**config.mk**
```make
export PLATFORM = sky130hd
export DESIGN_NAME = ipv4_receive_header_check
export DESIGN_NICKNAME = d
export VERILOG_FILES = /design/src/sv/ipv4rx_pkg.sv /design/src/sv/ipv4rx_front.sv /design/src/sv/ipv4rx_queue.sv /design/src/sv/ipv4rx_back.sv /design/src/sv/ipv4_receive_header_check.sv
export SDC_FILE = /design/constraint.sdc
export NUM_CORES = 1
export LEC_CHECK = 0
export BUFFER_PORTS_ARGS = -buffer_cell sky130_fd_sc_hd__buf_2
export CORE_ASPECT_RATIO = 0.6
export CORE_MARGIN = 3
export CORE_UTILIZATION = 65
export DETAILED_ROUTE_END_ITERATION = 8
export HOLD_SLACK_MARGIN = 0.12
export PLACE_DENSITY = 0.94
export SYNTH_ARGS = -nofsm -noshare
export SYNTH_HDL_FRONTEND = slang
export SYNTH_SLANG_ARGS = --single-unit
```
**constraint.sdc**
```tcl
create_clock -name clk -period 15.02 [get_ports clk]
set_clock_uncertainty 0.05 [all_clocks]
set_input_delay 1.502 -clock clk [delete_from_list [all_inputs] [get_ports clk]]
set_output_delay 1.502 -clock clk [all_outputs]
set_load 0.01 [all_outputs]
```
**src/sv/ipv4rx_pkg.sv**
```systemverilog
// ----------------------------------------------------------------------------
// ipv4rx_pkg
// Shared types and constants for the IPv4 receive header check: register
// indexes, verdict codes, the frame record that crosses the queue and the
// configuration bundle.
// ----------------------------------------------------------------------------
package ipv4rx_pkg;

  // protocol handler slots in use, and slots the register map provides
  localparam int HANDLER_SLOTS = 4;
  localparam int CFG_SLOTS     = 4;
  localparam int ACTIVE_SLOTS  = (HANDLER_SLOTS < CFG_SLOTS) ? HANDLER_SLOTS : CFG_SLOTS;

  // depth of the queue between front and back
  localparam int QUEUE_DEPTH = 2;
  localparam int QPTR_W      = (QUEUE_DEPTH > 1) ? $clog2(QUEUE_DEPTH) : 1;
  localparam int QCNT_W      = $clog2(QUEUE_DEPTH + 1);

  // field widths
  localparam int CFG_IDX_W  = 3;
  localparam int CFG_DATA_W = 32;
  localparam int VERDICT_W  = 4;
  localparam int HANDLER_W  = 2;
  localparam int HDR_W      = 6;
  localparam int LEN_W      = 16;
  localparam int ADDR_W     = 32;

  // register indexes
  localparam logic [CFG_IDX_W-1:0] REG_LOCAL_UNICAST   = 3'd0;
  localparam logic [CFG_IDX_W-1:0] REG_LOCAL_BROADCAST = 3'd1;
  localparam logic [CFG_IDX_W-1:0] REG_PROTO_SLOT0     = 3'd2;
  localparam logic [CFG_IDX_W-1:0] REG_PROTO_SLOT1     = 3'd3;
  localparam logic [CFG_IDX_W-1:0] REG_PROTO_SLOT2     = 3'd4;
  localparam logic [CFG_IDX_W-1:0] REG_PROTO_SLOT3     = 3'd5;
  localparam logic [CFG_IDX_W-1:0] REG_PROTO_ENABLE    = 3'd6;

  // verdict codes, first failing check wins
  localparam logic [VERDICT_W-1:0] VERDICT_ACCEPT     = 4'd0;
  localparam logic [VERDICT_W-1:0] VERDICT_SHORT      = 4'd1;
  localparam logic [VERDICT_W-1:0] VERDICT_VERSION    = 4'd2;
  localparam logic [VERDICT_W-1:0] VERDICT_HDR_CUT    = 4'd3;
  localparam logic [VERDICT_W-1:0] VERDICT_TOTAL_LONG = 4'd4;
  localparam logic [VERDICT_W-1:0] VERDICT_CHECKSUM   = 4'd5;
  localparam logic [VERDICT_W-1:0] VERDICT_FRAGMENT   = 4'd6;
  localparam logic [VERDICT_W-1:0] VERDICT_NOT_OURS   = 4'd7;
  localparam logic [VERDICT_W-1:0] VERDICT_UNK_PROTO  = 4'd8;

  // header constants
  localparam logic [3:0]        IP_VERSION4  = 4'd4;
  localparam logic [LEN_W-1:0]  MIN_HDR_LEN  = 16'd20;
  localparam logic [15:0]       SUM_GOOD     = 16'hffff;
  localparam logic [15:0]       MF_MASK      = 16'h2000;
  localparam logic [15:0]       OFFSET_MASK  = 16'h1fff;
  localparam logic [ADDR_W-1:0] ALL_ONES     = 32'hffffffff;

  // summary of one finished frame
  typedef struct packed {
    logic [LEN_W-1:0]  frame_len;
    logic [7:0]        ver_ihl;
    logic [LEN_W-1:0]  total_len;
    logic [15:0]       csum;
    logic [15:0]       flags_off;
    logic [7:0]        proto;
    logic [ADDR_W-1:0] src;
    logic [ADDR_W-1:0] dst;
  } frame_rec_t;

  // configuration registers
  typedef struct packed {
    logic [ADDR_W-1:0]               local_unicast;
    logic [ADDR_W-1:0]               local_broadcast;
    logic [CFG_SLOTS-1:0][7:0]       proto_slot;
    logic [CFG_SLOTS-1:0]            proto_enable;
  } cfg_t;

endpackage

```
**src/sv/ipv4rx_front.sv**
```systemverilog
// ----------------------------------------------------------------------------
// ipv4rx_front
// Byte parser: counts frame bytes, latches header fields and keeps the
// running one's-complement sum. At the last byte it pushes a frame record.
// ----------------------------------------------------------------------------
module ipv4rx_front (
  input  logic                   clk,
  input  logic                   rst_n,
  input  logic                   in_valid,
  output logic                   in_stall,
  input  logic [7:0]             in_frame_byte,
  input  logic                   in_frame_end,
  input  logic                   q_full,
  output logic                   q_push,
  output ipv4rx_pkg::frame_rec_t q_rec
);
  import ipv4rx_pkg::*;

  localparam logic [LEN_W-1:0] POS_MAX = 16'hffff;

  logic [LEN_W-1:0]  pos_r, pos_nxt;
  logic [15:0]       sum_r, sum_nxt;
  logic [7:0]        pend_r, pend_nxt;
  logic [7:0]        verihl_r, verihl_nxt;
  logic [LEN_W-1:0]  tot_r, tot_nxt;
  logic [15:0]       flg_r, flg_nxt;
  logic [7:0]        proto_r, proto_nxt;
  logic [ADDR_W-1:0] src_r, src_nxt;
  logic [ADDR_W-1:0] dst_r, dst_nxt;

  logic [HDR_W-1:0]  hlen;
  logic [16:0]       sum_raw;
  logic              accept;

  assign in_stall = q_full;
  assign accept   = in_valid && !q_full;
  assign q_push   = accept && in_frame_end;

  // per-byte update of the header state
  always_comb begin
    verihl_nxt = (pos_r == '0) ? in_frame_byte : verihl_r;
    hlen       = {verihl_nxt[3:0], 2'b00};
    sum_nxt    = sum_r;
    pend_nxt   = pend_r;
    tot_nxt    = tot_r;
    flg_nxt    = flg_r;
    proto_nxt  = proto_r;
    src_nxt    = src_r;
    dst_nxt    = dst_r;

    // word sum with end-around carry over the first IHL*4 bytes
    sum_raw = {1'b0, sum_r} + {1'b0, pend_r, in_frame_byte};
    if (pos_r < {{(LEN_W-HDR_W){1'b0}}, hlen}) begin
      if (pos_r[0]) begin
        sum_nxt = sum_raw[15:0] + {15'b0, sum_raw[16]};
      end else begin
        pend_nxt = in_frame_byte;
      end
    end

    // field latches
    if (pos_r == 16'd2 || pos_r == 16'd3) begin
      tot_nxt = {tot_r[7:0], in_frame_byte};
    end else if (pos_r == 16'd6 || pos_r == 16'd7) begin
      flg_nxt = {flg_r[7:0], in_frame_byte};
    end else if (pos_r == 16'd9) begin
      proto_nxt = in_frame_byte;
    end else if (pos_r >= 16'd12 && pos_r <= 16'd15) begin
      src_nxt = {src_r[ADDR_W-9:0], in_frame_byte};
    end else if (pos_r >= 16'd16 && pos_r <= 16'd19) begin
      dst_nxt = {dst_r[ADDR_W-9:0], in_frame_byte};
    end

    // saturating byte count
    pos_nxt = (pos_r != POS_MAX) ? pos_r + 16'd1 : pos_r;
  end

  // record of the finished frame
  always_comb begin
    q_rec.frame_len = pos_nxt;
    q_rec.ver_ihl   = verihl_nxt;
    q_rec.total_len = tot_nxt;
    q_rec.csum      = sum_nxt;
    q_rec.flags_off = flg_nxt;
    q_rec.proto     = proto_nxt;
    q_rec.src       = src_nxt;
    q_rec.dst       = dst_nxt;
  end

  // state registers, cleared after each frame
  always_ff @(posedge clk) begin
    if (!rst_n || q_push) begin
      pos_r    <= '0;
      sum_r    <= '0;
      pend_r   <= '0;
      verihl_r <= '0;
      tot_r    <= '0;
      flg_r    <= '0;
      proto_r  <= '0;
      src_r    <= '0;
      dst_r    <= '0;
    end else if (accept) begin
      pos_r    <= pos_nxt;
      sum_r    <= sum_nxt;
      pend_r   <= pend_nxt;
      verihl_r <= verihl_nxt;
      tot_r    <= tot_nxt;
      flg_r    <= flg_nxt;
      proto_r  <= proto_nxt;
      src_r    <= src_nxt;
      dst_r    <= dst_nxt;
    end
  end

endmodule

```
**src/sv/ipv4rx_queue.sv**
```systemverilog
// ----------------------------------------------------------------------------
// ipv4rx_queue
// Short FIFO of frame records between the parser and the verdict stage.
// ----------------------------------------------------------------------------
module ipv4rx_queue (
  input  logic                   clk,
  input  logic                   rst_n,
  input  logic                   push,
  input  ipv4rx_pkg::frame_rec_t rec_in,
  input  logic                   pop,
  output ipv4rx_pkg::frame_rec_t rec_out,
  output logic                   not_empty,
  output logic                   full
);
  import ipv4rx_pkg::*;

  localparam logic [QPTR_W-1:0] PTR_LAST = QPTR_W'(QUEUE_DEPTH - 1);
  localparam logic [QCNT_W-1:0] CNT_FULL = QCNT_W'(QUEUE_DEPTH);

  frame_rec_t        entry_r [QUEUE_DEPTH];
  logic [QPTR_W-1:0] wr_ptr_r, wr_ptr_nxt;
  logic [QPTR_W-1:0] rd_ptr_r, rd_ptr_nxt;
  logic [QCNT_W-1:0] count_r, count_nxt;
  logic              do_push, do_pop;

  assign full      = (count_r == CNT_FULL);
  assign not_empty = (count_r != '0);
  assign do_push   = push && !full;
  assign do_pop    = pop && not_empty;
  assign rec_out   = entry_r[rd_ptr_r];

  // pointer and occupancy update
  always_comb begin
    wr_ptr_nxt = wr_ptr_r;
    rd_ptr_nxt = rd_ptr_r;
    count_nxt  = count_r;
    if (do_push) begin
      wr_ptr_nxt = (wr_ptr_r == PTR_LAST) ? '0 : wr_ptr_r + QPTR_W'(1);
    end
    if (do_pop) begin
      rd_ptr_nxt = (rd_ptr_r == PTR_LAST) ? '0 : rd_ptr_r + QPTR_W'(1);
    end
    if (do_push && !do_pop) begin
      count_nxt = count_r + QCNT_W'(1);
    end else if (do_pop && !do_push) begin
      count_nxt = count_r - QCNT_W'(1);
    end
  end

  always_ff @(posedge clk) begin
    if (!rst_n) begin
      wr_ptr_r <= '0;
      rd_ptr_r <= '0;
      count_r  <= '0;
    end else begin
      wr_ptr_r <= wr_ptr_nxt;
      rd_ptr_r <= rd_ptr_nxt;
      count_r  <= count_nxt;
    end
  end

  // entry storage
  always_ff @(posedge clk) begin
    if (do_push) begin
      entry_r[wr_ptr_r] <= rec_in;
    end
  end

endmodule

```
**src/sv/ipv4rx_back.sv**
```systemverilog
// ----------------------------------------------------------------------------
// ipv4rx_back
// Verdict stage: takes one frame record, runs the ordered checks and the
// protocol slot lookup, and holds the result in the output register.
// ----------------------------------------------------------------------------
module ipv4rx_back (
  input  logic                                   clk,
  input  logic                                   rst_n,
  input  ipv4rx_pkg::cfg_t                       cfg,
  input  logic                                   q_valid,
  input  ipv4rx_pkg::frame_rec_t                 q_rec,
  output logic                                   q_pop,
  output logic                                   out_valid,
  input  logic                                   out_stall,
  output logic [ipv4rx_pkg::VERDICT_W-1:0]       out_verdict,
  output logic [ipv4rx_pkg::HANDLER_W-1:0]       out_handler_index,
  output logic [ipv4rx_pkg::HDR_W-1:0]           out_header_bytes,
  output logic [ipv4rx_pkg::LEN_W-1:0]           out_payload_bytes,
  output logic [ipv4rx_pkg::ADDR_W-1:0]          out_source_address,
  output logic [ipv4rx_pkg::ADDR_W-1:0]          out_destination_address
);
  import ipv4rx_pkg::*;

  logic                 valid_r;
  logic [VERDICT_W-1:0] verdict_r, verdict_nxt;
  logic [HANDLER_W-1:0] handler_r, handler_nxt;
  logic [HDR_W-1:0]     hdr_r, hdr_nxt;
  logic [LEN_W-1:0]     payload_r, payload_nxt;
  logic [ADDR_W-1:0]    src_r, dst_r;

  logic [LEN_W-1:0]     hlen_ext;
  logic                 proto_hit;
  logic [HANDLER_W-1:0] proto_slot_sel;
  logic                 dst_ok;

  assign q_pop = q_valid && (!valid_r || !out_stall);

  // lowest enabled slot with a matching protocol number
  always_comb begin
    proto_hit      = 1'b0;
    proto_slot_sel = '0;
    for (int i = ACTIVE_SLOTS - 1; i >= 0; i--) begin
      if (cfg.proto_enable[i] && cfg.proto_slot[i] == q_rec.proto) begin
        proto_hit      = 1'b1;
        proto_slot_sel = HANDLER_W'(i);
      end
    end
  end

  // ordered checks
  always_comb begin
    hdr_nxt  = {q_rec.ver_ihl[3:0], 2'b00};
    hlen_ext = {{(LEN_W-HDR_W){1'b0}}, hdr_nxt};
    dst_ok   = (q_rec.dst == cfg.local_unicast) || (q_rec.dst == ALL_ONES) ||
               (q_rec.dst == cfg.local_broadcast);
    handler_nxt = '0;
    if (q_rec.frame_len < MIN_HDR_LEN) begin
      verdict_nxt = VERDICT_SHORT;
    end else if (q_rec.ver_ihl[7:4] != IP_VERSION4) begin
      verdict_nxt = VERDICT_VERSION;
    end else if (q_rec.frame_len < hlen_ext) begin
      verdict_nxt = VERDICT_HDR_CUT;
    end else if (q_rec.frame_len < q_rec.total_len) begin
      verdict_nxt = VERDICT_TOTAL_LONG;
    end else if (q_rec.csum != SUM_GOOD) begin
      verdict_nxt = VERDICT_CHECKSUM;
    end else if ((q_rec.flags_off & (MF_MASK | OFFSET_MASK)) != '0) begin
      verdict_nxt = VERDICT_FRAGMENT;
    end else if (!dst_ok) begin
      verdict_nxt = VERDICT_NOT_OURS;
    end else if (!proto_hit) begin
      verdict_nxt = VERDICT_UNK_PROTO;
    end else begin
      verdict_nxt = VERDICT_ACCEPT;
      handler_nxt = proto_slot_sel;
    end
    // payload length, floored at zero
    payload_nxt = (q_rec.total_len > hlen_ext) ? q_rec.total_len - hlen_ext : '0;
  end

  // output register
  always_ff @(posedge clk) begin
    if (!rst_n) begin
      valid_r <= 1'b0;
    end else if (q_pop) begin
      valid_r <= 1'b1;
    end else if (!out_stall) begin
      valid_r <= 1'b0;
    end
  end

  always_ff @(posedge clk) begin
    if (q_pop) begin
      verdict_r <= verdict_nxt;
      handler_r <= handler_nxt;
      hdr_r     <= hdr_nxt;
      payload_r <= payload_nxt;
      src_r     <= q_rec.src;
      dst_r     <= q_rec.dst;
    end
  end

  assign out_valid               = valid_r;
  assign out_verdict             = verdict_r;
  assign out_handler_index       = handler_r;
  assign out_header_bytes        = hdr_r;
  assign out_payload_bytes       = payload_r;
  assign out_source_address      = src_r;
  assign out_destination_address = dst_r;

endmodule

```
**src/sv/ipv4_receive_header_check.sv**
```systemverilog
// A frame's record is written into the queue at its last byte and later popped into the output register.
// Throughput: one frame byte per cycle while the queue is not full; the parser runs at byte rate and the
//   verdict stage retires one frame record per cycle, unless the output stalls, from a two-entry queue.
// Input stalls only while that queue is full, output stalls back up into it.
// Reset (synchronous, rst_n low) clears the byte count, header state, queue,
//   output valid and all configuration registers to zero.
// ----------------------------------------------------------------------------
// ipv4_receive_header_check
// IPv4 receive header check: parses a byte-wide frame, checks length,
// version, checksum, fragmentation, destination and protocol, and gives one
// verdict item per frame.
// ----------------------------------------------------------------------------
module ipv4_receive_header_check (
  input  logic                                  clk,
  input  logic                                  rst_n,
  // configuration writes
  input  logic                                  cfg_valid,
  output logic                                  cfg_ready,
  input  logic [ipv4rx_pkg::CFG_IDX_W-1:0]      cfg_index,
  input  logic [ipv4rx_pkg::CFG_DATA_W-1:0]     cfg_data,
  // frame bytes
  input  logic                                  in_valid,
  output logic                                  in_stall,
  input  logic [7:0]                            in_frame_byte,
  input  logic                                  in_frame_end,
  // verdict items
  output logic                                  out_valid,
  input  logic                                  out_stall,
  output logic [ipv4rx_pkg::VERDICT_W-1:0]      out_verdict,
  output logic [ipv4rx_pkg::HANDLER_W-1:0]      out_handler_index,
  output logic [ipv4rx_pkg::HDR_W-1:0]          out_header_bytes,
  output logic [ipv4rx_pkg::LEN_W-1:0]          out_payload_bytes,
  output logic [ipv4rx_pkg::ADDR_W-1:0]         out_source_address,
  output logic [ipv4rx_pkg::ADDR_W-1:0]         out_destination_address
);
  import ipv4rx_pkg::*;

  cfg_t       cfg_r;
  frame_rec_t push_rec, pop_rec;
  logic       q_push, q_pop, q_full, q_not_empty;

  assign cfg_ready = 1'b1;

  // configuration registers
  always_ff @(posedge clk) begin
    if (!rst_n) begin
      cfg_r <= '0;
    end else if (cfg_valid && cfg_ready) begin
      unique case (cfg_index)
        REG_LOCAL_UNICAST:   cfg_r.local_unicast   <= cfg_data;
        REG_LOCAL_BROADCAST: cfg_r.local_broadcast <= cfg_data;
        REG_PROTO_SLOT0:     cfg_r.proto_slot[0]   <= cfg_data[7:0];
        REG_PROTO_SLOT1:     cfg_r.proto_slot[1]   <= cfg_data[7:0];
        REG_PROTO_SLOT2:     cfg_r.proto_slot[2]   <= cfg_data[7:0];
        REG_PROTO_SLOT3:     cfg_r.proto_slot[3]   <= cfg_data[7:0];
        REG_PROTO_ENABLE:    cfg_r.proto_enable    <= cfg_data[CFG_SLOTS-1:0];
        default: ;
      endcase
    end
  end

  ipv4rx_front u_front (
    .clk           (clk),
    .rst_n         (rst_n),
    .in_valid      (in_valid),
    .in_stall      (in_stall),
    .in_frame_byte (in_frame_byte),
    .in_frame_end  (in_frame_end),
    .q_full        (q_full),
    .q_push        (q_push),
    .q_rec         (push_rec)
  );

  ipv4rx_queue u_queue (
    .clk       (clk),
    .rst_n     (rst_n),
    .push      (q_push),
    .rec_in    (push_rec),
    .pop       (q_pop),
    .rec_out   (pop_rec),
    .not_empty (q_not_empty),
    .full      (q_full)
  );

  ipv4rx_back u_back (
    .clk                     (clk),
    .rst_n                   (rst_n),
    .cfg                     (cfg_r),
    .q_valid                 (q_not_empty),
    .q_rec                   (pop_rec),
    .q_pop                   (q_pop),
    .out_valid               (out_valid),
    .out_stall               (out_stall),
    .out_verdict             (out_verdict),
    .out_handler_index       (out_handler_index),
    .out_header_bytes        (out_header_bytes),
    .out_payload_bytes       (out_payload_bytes),
    .out_source_address      (out_source_address),
    .out_destination_address (out_destination_address)
  );

  // a frame record is never dropped at a full queue
  assert property (@(posedge clk) disable iff (!rst_n) !(q_push && q_full))
    else $error("frame record pushed into full queue");

  // handler index only reported on accept
  assert property (@(posedge clk) disable iff (!rst_n)
    (out_valid && out_verdict != VERDICT_ACCEPT) |-> (out_handler_index == '0))
    else $error("handler index set on rejected frame");

  // a record popped from the queue is shown at the output on the next cycle
  assert property (@(posedge clk) disable iff (!rst_n) q_pop |=> out_valid)
    else $error("popped frame record not presented");

  // header length is always whole 32-bit words
  assert property (@(posedge clk) disable iff (!rst_n)
    out_valid |-> (out_header_bytes[1:0] == 2'b00))
    else $error("header length not a multiple of four");

endmodule
```
==> metrics.md, run 1 <==
| Metric | Value |
|---|---|
| Leak Pwr | `~11 nW` |
| Die Y | `164.7 microns` |
| Sum of buffers and inverters on the critical path | `1` |
| TritonCTS clock tree | `yes` |
| Peak Freq | `around 0.19 GHz` |
| Synth cell types | `about 70` |
| Die area | `about 45000 sq um` |
| Area post-placement | `roughly 28000 sq um` |
| Num Clock Sinks | `between 600 and 700` |
| Status | `completed` |
| DR vias/cell | `about 6.3` |
| Share of cells above drive strength 1 | `approximately 18%` |
| RSZ-0062 raised after global routing | `false` |
| Row count | `57` |
| Worst vdd ir | `about 0.13 mV` |
| Final setup viols | `0` |
| Slowest cell delay on critical path | `approximately 0.53 ns` |
| Gpl congestion | `0.9191` |
| Slowest cell on the critical path | `a221oi_1` |
| Post-synth top cells | `415 x nand2_1, 374 x edfxtp_1, 256 x dfxtp_1` |
| Critical path's top delay family | `compound AO/OA/AOI/OAI gates` |
| Hold Crit Class | `reg -> reg` |
| Initial drt markers | `roughly 2800` |
| Antenna violations before repair | `2` |
| Cell Pwr Density | `152.8 nW/um^2` |
| Element type at the critical path start | `primary input` |
| Vias in the first global route | `between 15000 and 20000` |
| Depth of the CTS H-tree | `2` |
| Total grt overflow | `0` |
| Synth area leaders | `edfxtp_1 41%, dfxtp_1 19%, mux2_2 6.6%` |
| Sw frac | `slightly below 30%` |
| # hold bufs at CTS | `0` |
| Bufs on Longest Clock Path | `3` |
| Mapped Avg Cell Area | `about 12 sq um` |
| Fin crit period | `5.393 ns` |
| GRT Resource Usage Total | `30.12%` |
| Area growth syn-to-layout | `10.48%` |
| Nets | `roughly 2600` |
| Largest net degree at the start of global routing | `87` |
| Post-synth EDFFs | `~370` |
| Worst r2r src | `u_front.pos_r[0]` |
| Total core area | `~41000 sq um` |
| Detailed Route WL | `slightly below 70 mm` |
| Worst EP arrival | `5.65 ns` |
| Synth warn | `0` |
| Fin Setup TNS | `0 ns` |
| DR WL/cell | `between 20 and 25 microns` |
| DRT Pass-1 Iters | `5` |
| Slew Viols, Final | `0` |
| Most common cell in the netlist | `nand2_1` |
| Combinational Power Share | `22.1%` |
| Clock share of power | `29.9%` |
| Worst EP required | `15.28 ns` |
| Initial Util | `66.62%` |
| Worst slew pin tran | `1.302 ns` |
| IO buf count | `140` |
| Final Hold Violating Endpoints | `0` |
| Cells after synthesis | `~2400` |
| Setup Buffers After CTS | `0` |
| Final worst path period share | `between 30% and 40%` |
| Via count | `approximately 19000` |
| Cell area after layout | `between 30000 and 40000 sq um` |
| First-pass GRT wire length | `~100 mm` |
| Crit-path cells | `buf_2, ha_1, fa_1, a21o_1, a221oi_1, o211ai_1, a21oi_1, o21ai_0, a21o_1, a21o_1, ha_1, ha_1, and3_1, nand4_1, nor3_1, nand4_1, xor2_1, o21ai_0` |
| Num ports | `~140` |
| Synthesized flop and latch total | `630` |
| Prevailing post-synth register cell | `edfxtp_1` |
| Setup CP Type | `in -> reg` |
| Crit path launch | `in_frame_byte[0]` |
| Top cell type's share of synthesized area | `41.18%` |
| Post-Syn Area | `roughly 27000 sq um` |
| Worst-Skew Late Latency | `around 0.60 ns` |
| Synth area leader | `edfxtp_1` |
| Clk slew on worst S/H paths | `around 0.060 ns` |
| Crit path max fanout | `12` |
| Cts repair resizes | `0` |
| Antenna viol nets, final | `0` |
| Rel. slew slack | `12.98%` |
| Critical Path End Type | `flip-flop` |
| Clock Tree Root | `clkbuf_16` |
| # Max-Cap Violations | `0` |
| Seq/Total Area, Yosys | `between 50% and 60%` |
| Drt drc | `0` |
| Sw power | `approximately 0.0014 W` |
| Part of the power in registers | `47.9%` |
| Die width | `~270 microns` |
| Int Pwr | `0.003234 W` |
| Dpl hpwl | `around 46 mm` |
| Hold Startpoint | `u_front.flg_r[7]` |
| Synth async-reset ratio | `0%` |
| Total CTS buffers | `between 50 and 60` |
-- worst min-delay path, stage by stage (launching register included) --
cell	delay, ns
dfxtp_1	0.31
nand2_1	0.05
a21oi_1	0.05
-- power by group through the flow --
stage | Clock, W | Combinational (W) | Sequential (W)
after CTS | 0.00138 | 0.00100 | 0.00220
final | 0.00138 | 0.00102 | 0.00221
after global routing | 0.00146 | 0.00109 | 0.00223
after floorplan | 0 | 0.000608 | 0.00228
after global placement | 0 | 0.000945 | 0.00223
after detailed placement | 0 | 0.000990 | 0.00224
-- routing by layer --
layer,vias to the layer above,share of wire (%),global-route usage [%]
li1,8546,-,-
met5,-,0,0
met3,128,13,8.001
met4,0,2.0,7.738
met2,1183,44,45.11
met1,9430,41,44.02
-- cell usage in the layout, fill, tap and decap left out, types with 54 or more instances in the layout --
cell,instances
a21boi_0,98
a21oi_1,105
buf_2,140
clkbuf_16,54
dfxtp_1,255
edfxtp_1,374
inv_1,56
mux2_2,160
mux2i_1,77
nand2_1,414
nor2_1,144
nor3_1,55
xnor2_1,127
-- sequential cells by signal, indices dropped and copies added (netlist names), 2 cells and up, named ones only --
register / cells
u_front.flg_r: 14
u_front.verihl_r: 8
u_front.src_r: 32
u_front.sum_r: 16
u_front.tot_r: 16
u_front.pend_r: 8
u_queue.entry_r: 284
u_back.out_payload_bytes: 16
u_queue.count_r: 2
u_back.out_handler_index: 2
u_front.pos_r: 16
cfg_r: 100
u_back.out_source_address: 32
u_back.out_verdict: 4
u_front.dst_r: 32
u_back.out_header_bytes: 4
u_front.proto_r: 8
u_back.out_destination_address: 32
-- metrics by stage --
stage / total power [W] / setup slack (ns) / hold WS, ns / std cells / util [%]
6_report: 0.004605 / 9.627 / 0.4058 / 3071 / 73.60
3_3_place_gp: 0.003174 / 9.335 / 0.3854 / 2968 / 69.37
2_1_floorplan: 0.002892 / 6.604 / 0.3794 / 2364 / -
4_1_cts: 0.004594 / 9.744 / 0.4064 / 3070 / 73.60
5_1_grt: 0.004776 / 9.368 / 0.4266 / 3071 / 73.60
3_5_place_dp: 0.003229 / 9.144 / 0.3973 / 2968 / 69.37
-- cell type report --
cell class | instances | area [sq um]
diodes | 1 | 2.502
fillers | 2482 | 10810
flip-flops and latches | 630 | 16360
well taps | 560 | 700.7
clock buffers | 74 | 1496
clock inverters | 28 | 235.2
multi-input cells | 1560 | 10260
inverters | 57 | 215.2
repair buffers | 161 | 858.3
-- logic make-up after synthesis --
logic type,Yosys count,synth area share [%]
AOI/OAI and AO/OA,306,7.272
xor gates and xnor gates,155,4.978
adders and majority gates,50,2.349
buffers and inverters,174,2.583
DFF,630,59.97
muxes,238,9.488
other,2,0.02754
and+or+nand+nor,808,13.33
-- path summary, 6_finish.rpt --
check                           slack, ns                 endpoint  cells after the start
worst max-delay path                 9.63  u_queue.entry_r[1][102]                     18
worst min-delay path                 0.41         u_front.flg_r[7]                      2
worst min register to register       0.41         u_front.flg_r[7]                      2
worst max register to register      10.39   u_queue.entry_r[0][99]                     12
No activity file was read; power rests on OpenSTA's default activity.
==> run 2: changes to the inputs <==
--- a/config.mk
+++ b/config.mk
@@ -8,10 +8,10 @@
 export BUFFER_PORTS_ARGS = -buffer_cell sky130_fd_sc_hd__buf_2
 export CORE_ASPECT_RATIO = 0.6
 export CORE_MARGIN = 3
-export CORE_UTILIZATION = 65
+export CORE_UTILIZATION = 61
 export DETAILED_ROUTE_END_ITERATION = 8
 export HOLD_SLACK_MARGIN = 0.12
-export PLACE_DENSITY = 0.94
+export PLACE_DENSITY = 0.9
 export SYNTH_ARGS = -nofsm -noshare
 export SYNTH_HDL_FRONTEND = slang
 export SYNTH_SLANG_ARGS = --single-unit
==> constraint.sdc (replaced) <==
create_clock -name clk -period 5.2 [get_ports clk]
set_clock_uncertainty 0.05 [all_clocks]
set_input_delay 0.52 -clock clk [delete_from_list [all_inputs] [get_ports clk]]
set_output_delay 0.52 -clock clk [all_outputs]
set_load 0.01 [all_outputs]
==> metrics.md, run 2 (synthesis results as in run 1) <==
| Metric | Value |
|---|---|
| Status | `completed (unchanged)` |
| Slowest cell on the critical path | `dfxtp_4 (was a221oi_1)` |
| Setup CP Type | `reg -> reg (was in -> reg)` |
| Worst EP arrival | `4.78 ns (was 5.65 ns)` |
| Drt drc | `0 (unchanged)` |
| Hold EP | `cfg_r[46] (was u_front.flg_r[7])` |
| First-pass GRT wire length | `104.7 mm (was 104.5 mm)` |
| Final WS setup | `0.8220 ns (was 9.627 ns)` |
| RSZ-0062 raised after global routing | `false (unchanged)` |
| Die width | `279.0 microns (was 270.4 microns)` |
| Gpl congestion | `0.9384 (was 0.9191)` |
| Fin crit period | `~4.4 ns` |
| Share of cells above drive strength 1 | `17.93% (was 17.61%)` |
| Worst hold path depth | `3 (was 2)` |
| Worst slew pin tran | `1.272 ns (was 1.302 ns)` |
| # diodes | `0 (was 1)` |
| # hold bufs at CTS | `0 (unchanged)` |
| Commonest non-fill, non-tap cells in the layout | `414 x nand2_1, 374 x edfxtp_1, 255 x dfxtp_1, 160 x mux2_2, 144 x nor2_1 (unchanged)` |
| # Max-Cap Violations | `0 (unchanged)` |
| Cts repair resizes | `0 (unchanged)` |
| Total core area | `43700 sq um (was 40940 sq um)` |
| Final worst path period share | `~84%` |
| Worst slack, placed | `0.5792 ns (was 9.144 ns)` |
| Via count | `19070 (was 19290)` |
| Largest net degree at the start of global routing | `108 (was 87)` |
| Max reg flops | `284 (unchanged)` |
| Initial Util | `62.41% (was 66.62%)` |
| Row count | `59 (was 57)` |
| Rel. slew slack | `15.02% (was 12.98%)` |
| Worst EP required | `5.60 ns (was 15.28 ns)` |
| Clock Tree Root | `clkbuf_16 (unchanged)` |
| Area growth syn-to-layout | `11.40% (was 10.48%)` |
| DRT Pass-1 Iters | `5 (unchanged)` |
| R2R Path End | `u_back.out_verdict[3] (was u_queue.entry_r[0][99])` |
| DR vias/cell | `6.164 (was 6.280)` |
| Detailed Route WL | `68.56 mm (was 68.12 mm)` |
| Hold Crit Class | `in -> reg (was reg -> reg)` |
| Initial drt markers | `2567 (was 2789)` |
| Largest register by flop count | `u_queue.entry_r (unchanged)` |
| Fin Setup TNS | `0 ns (unchanged)` |
| Crit path max fanout | `64 (was 12)` |
| Bufs on Longest Clock Path | `3 (unchanged)` |
| Cell Pwr Density | `447.3 nW/um^2 (was 152.8 nW/um^2)` |
| DR WL/cell | `22.16 microns (was 22.18 microns)` |
| Final Hold Violating Endpoints | `0 (unchanged)` |
| Final setup viols | `0 (unchanged)` |
| Setup Buffers After CTS | `0 (unchanged)` |
| GRT Resource Usage Total | `28.49% (was 30.12%)` |
| Crit-path cells | `mux2i_1, xnor2_1, nor4_1, nand4_1, o22ai_1, o21ai_0, nor3_1, and3_1, nor2b_1 (was buf_2, ha_1, fa_1, a21o_1, a221oi_1, o211ai_1, a21oi_1, o21ai_0, a21o_1, a21o_1, ha_1, ha_1, and3_1, nand4_1, nor3_1, nand4_1, xor2_1, o21ai_0)` |
| Hold Startpoint | `cfg_data[10] (was u_front.flg_r[7])` |
| Total CTS buffers | `54 (unchanged)` |
| Slowest cell delay on critical path | `1.01 ns (was 0.53 ns)` |
| Die Y | `169.8 microns (was 164.7 microns)` |
| Leak Pwr | `10.81 nW (was 10.75 nW)` |
| Num Clock Sinks | `630 (unchanged)` |
| Die area | `47370 sq um (was 44530 sq um)` |
| Most common cell after layout, fill and taps aside | `nand2_1 (unchanged)` |
| Clk slew on worst S/H paths | `0.07 ns (was 0.06 ns)` |
| Hold_ws | `0.1471 ns (was 0.4058 ns)` |
| Element type at the critical path start | `flip-flop (was primary input)` |
| Critical Path End Type | `flip-flop (unchanged)` |
| Worst vdd ir | `0.2637 mV (was 0.1272 mV)` |
| Antenna viol nets, final | `0 (unchanged)` |
| Dpl hpwl | `46.29 mm (was 45.73 mm)` |
| Setup slack, reg-to-reg | `0.82 ns (was 10.39 ns)` |
| Reg2Reg Depth | `9 (was 12)` |
| Top flop regs | `u_queue.entry_r: 284 flops, cfg_r: 100 flops (unchanged)` |
| Antenna violations before repair | `0 (was 2)` |
| Worst-Skew Late Latency | `0.59 ns (was 0.60 ns)` |
| Total grt overflow | `0 (unchanged)` |
| Slew Viols, Final | `0 (unchanged)` |
| IO buf count | `140 (unchanged)` |
| Peak Freq | `0.2284 GHz` |
| Vias in the first global route | `18280 (was 18460)` |
| Nets | `2570 (was 2563)` |
| Num ports | `144 (unchanged)` |
| Depth of the CTS H-tree | `2 (unchanged)` |
| TritonCTS clock tree | `yes (unchanged)` |
-- run 2: cell count changes in the layout (fill, tap and decap cells not counted), moves of 2 or more --
cell	previous run	this run
clkbuf_8	7	2
inv_6	4	2
buf_12	0	5
clkinv_1	6	8
clkbuf_1	13	8
buf_4	21	23
bufinv_16	3	8
clkinv_4	0	2
clkinvlp_4	0	5
clkinv_2	14	9
-- run 2: worst max-delay path, delay by kind of cell (launching register included) --
kind            cells  cell delay (ns)
compound gates      2             0.53
xor+xnor            1             0.15
flops               1             1.01
mux                 1             0.60
simple gates        5             1.83
-- run 2: area by class of cell --
cell class	instances	area (sq um)
Tap cell	579	724.4
Timing Repair Buffer	168	973.4
Clock inverter	35	404.1
Fill cell	2855	13320
Multi-Input combinational cell	1560	10270
Sequential cell	630	16360
Clock buffer	65	1434
Inverter	57	216.5
-- run 2: power by group --
part | internal (W) | switching [W] | total, W
Combinational | 0.00108 | 0.00187 | 0.00296
Clock | 0.00238 | 0.00184 | 0.00422
Sequential | 0.00610 | 0.000313 | 0.00641
Total | 0.00956 | 0.00403 | 0.0136
-- run 2: stage by stage --
stage	total power (W)	area [sq um]	cells	utilization, %
after floorplan	0.008348	27280	2364	-
after global placement	0.009240	28540	2994	65.30
after detailed placement	0.009386	28540	2994	65.30
after CTS	0.01356	30380	3094	69.51
after global routing	0.01409	30380	3094	69.52
final	0.01359	30380	3094	69.52
-- run 2: how the worst max path moves through the flow --
| stage | startpoint | end | depth (start not counted) |
|---|---|---|---|
| global placement | in_frame_byte[4] | u_queue.entry_r[0][103] | 17 |
| finish | flip-flop | u_back.out_verdict[3] | 9 |
| global route | u_front.sum_r[0] | u_queue.entry_r[0][103] | 17 |
| detailed placement | in_frame_byte[4] | u_queue.entry_r[0][103] | 17 |
| floorplan | u_queue.count_r[0] | u_queue.entry_r[1][0] | 5 |
| CTS | u_front.pos_r[10] | u_front.sum_r[2] | 13 |
-- run 2: metal layers --
metal | global-route usage (%) | share of wire (%) | up-vias
met2 | 40.88 | 42 | 1115
li1 | - | - | 8549
met4 | 5.998 | 1.7 | 0
met5 | 0 | 0 | -
met3 | 9.831 | 14 | 107
met1 | 42.17 | 42 | 9299
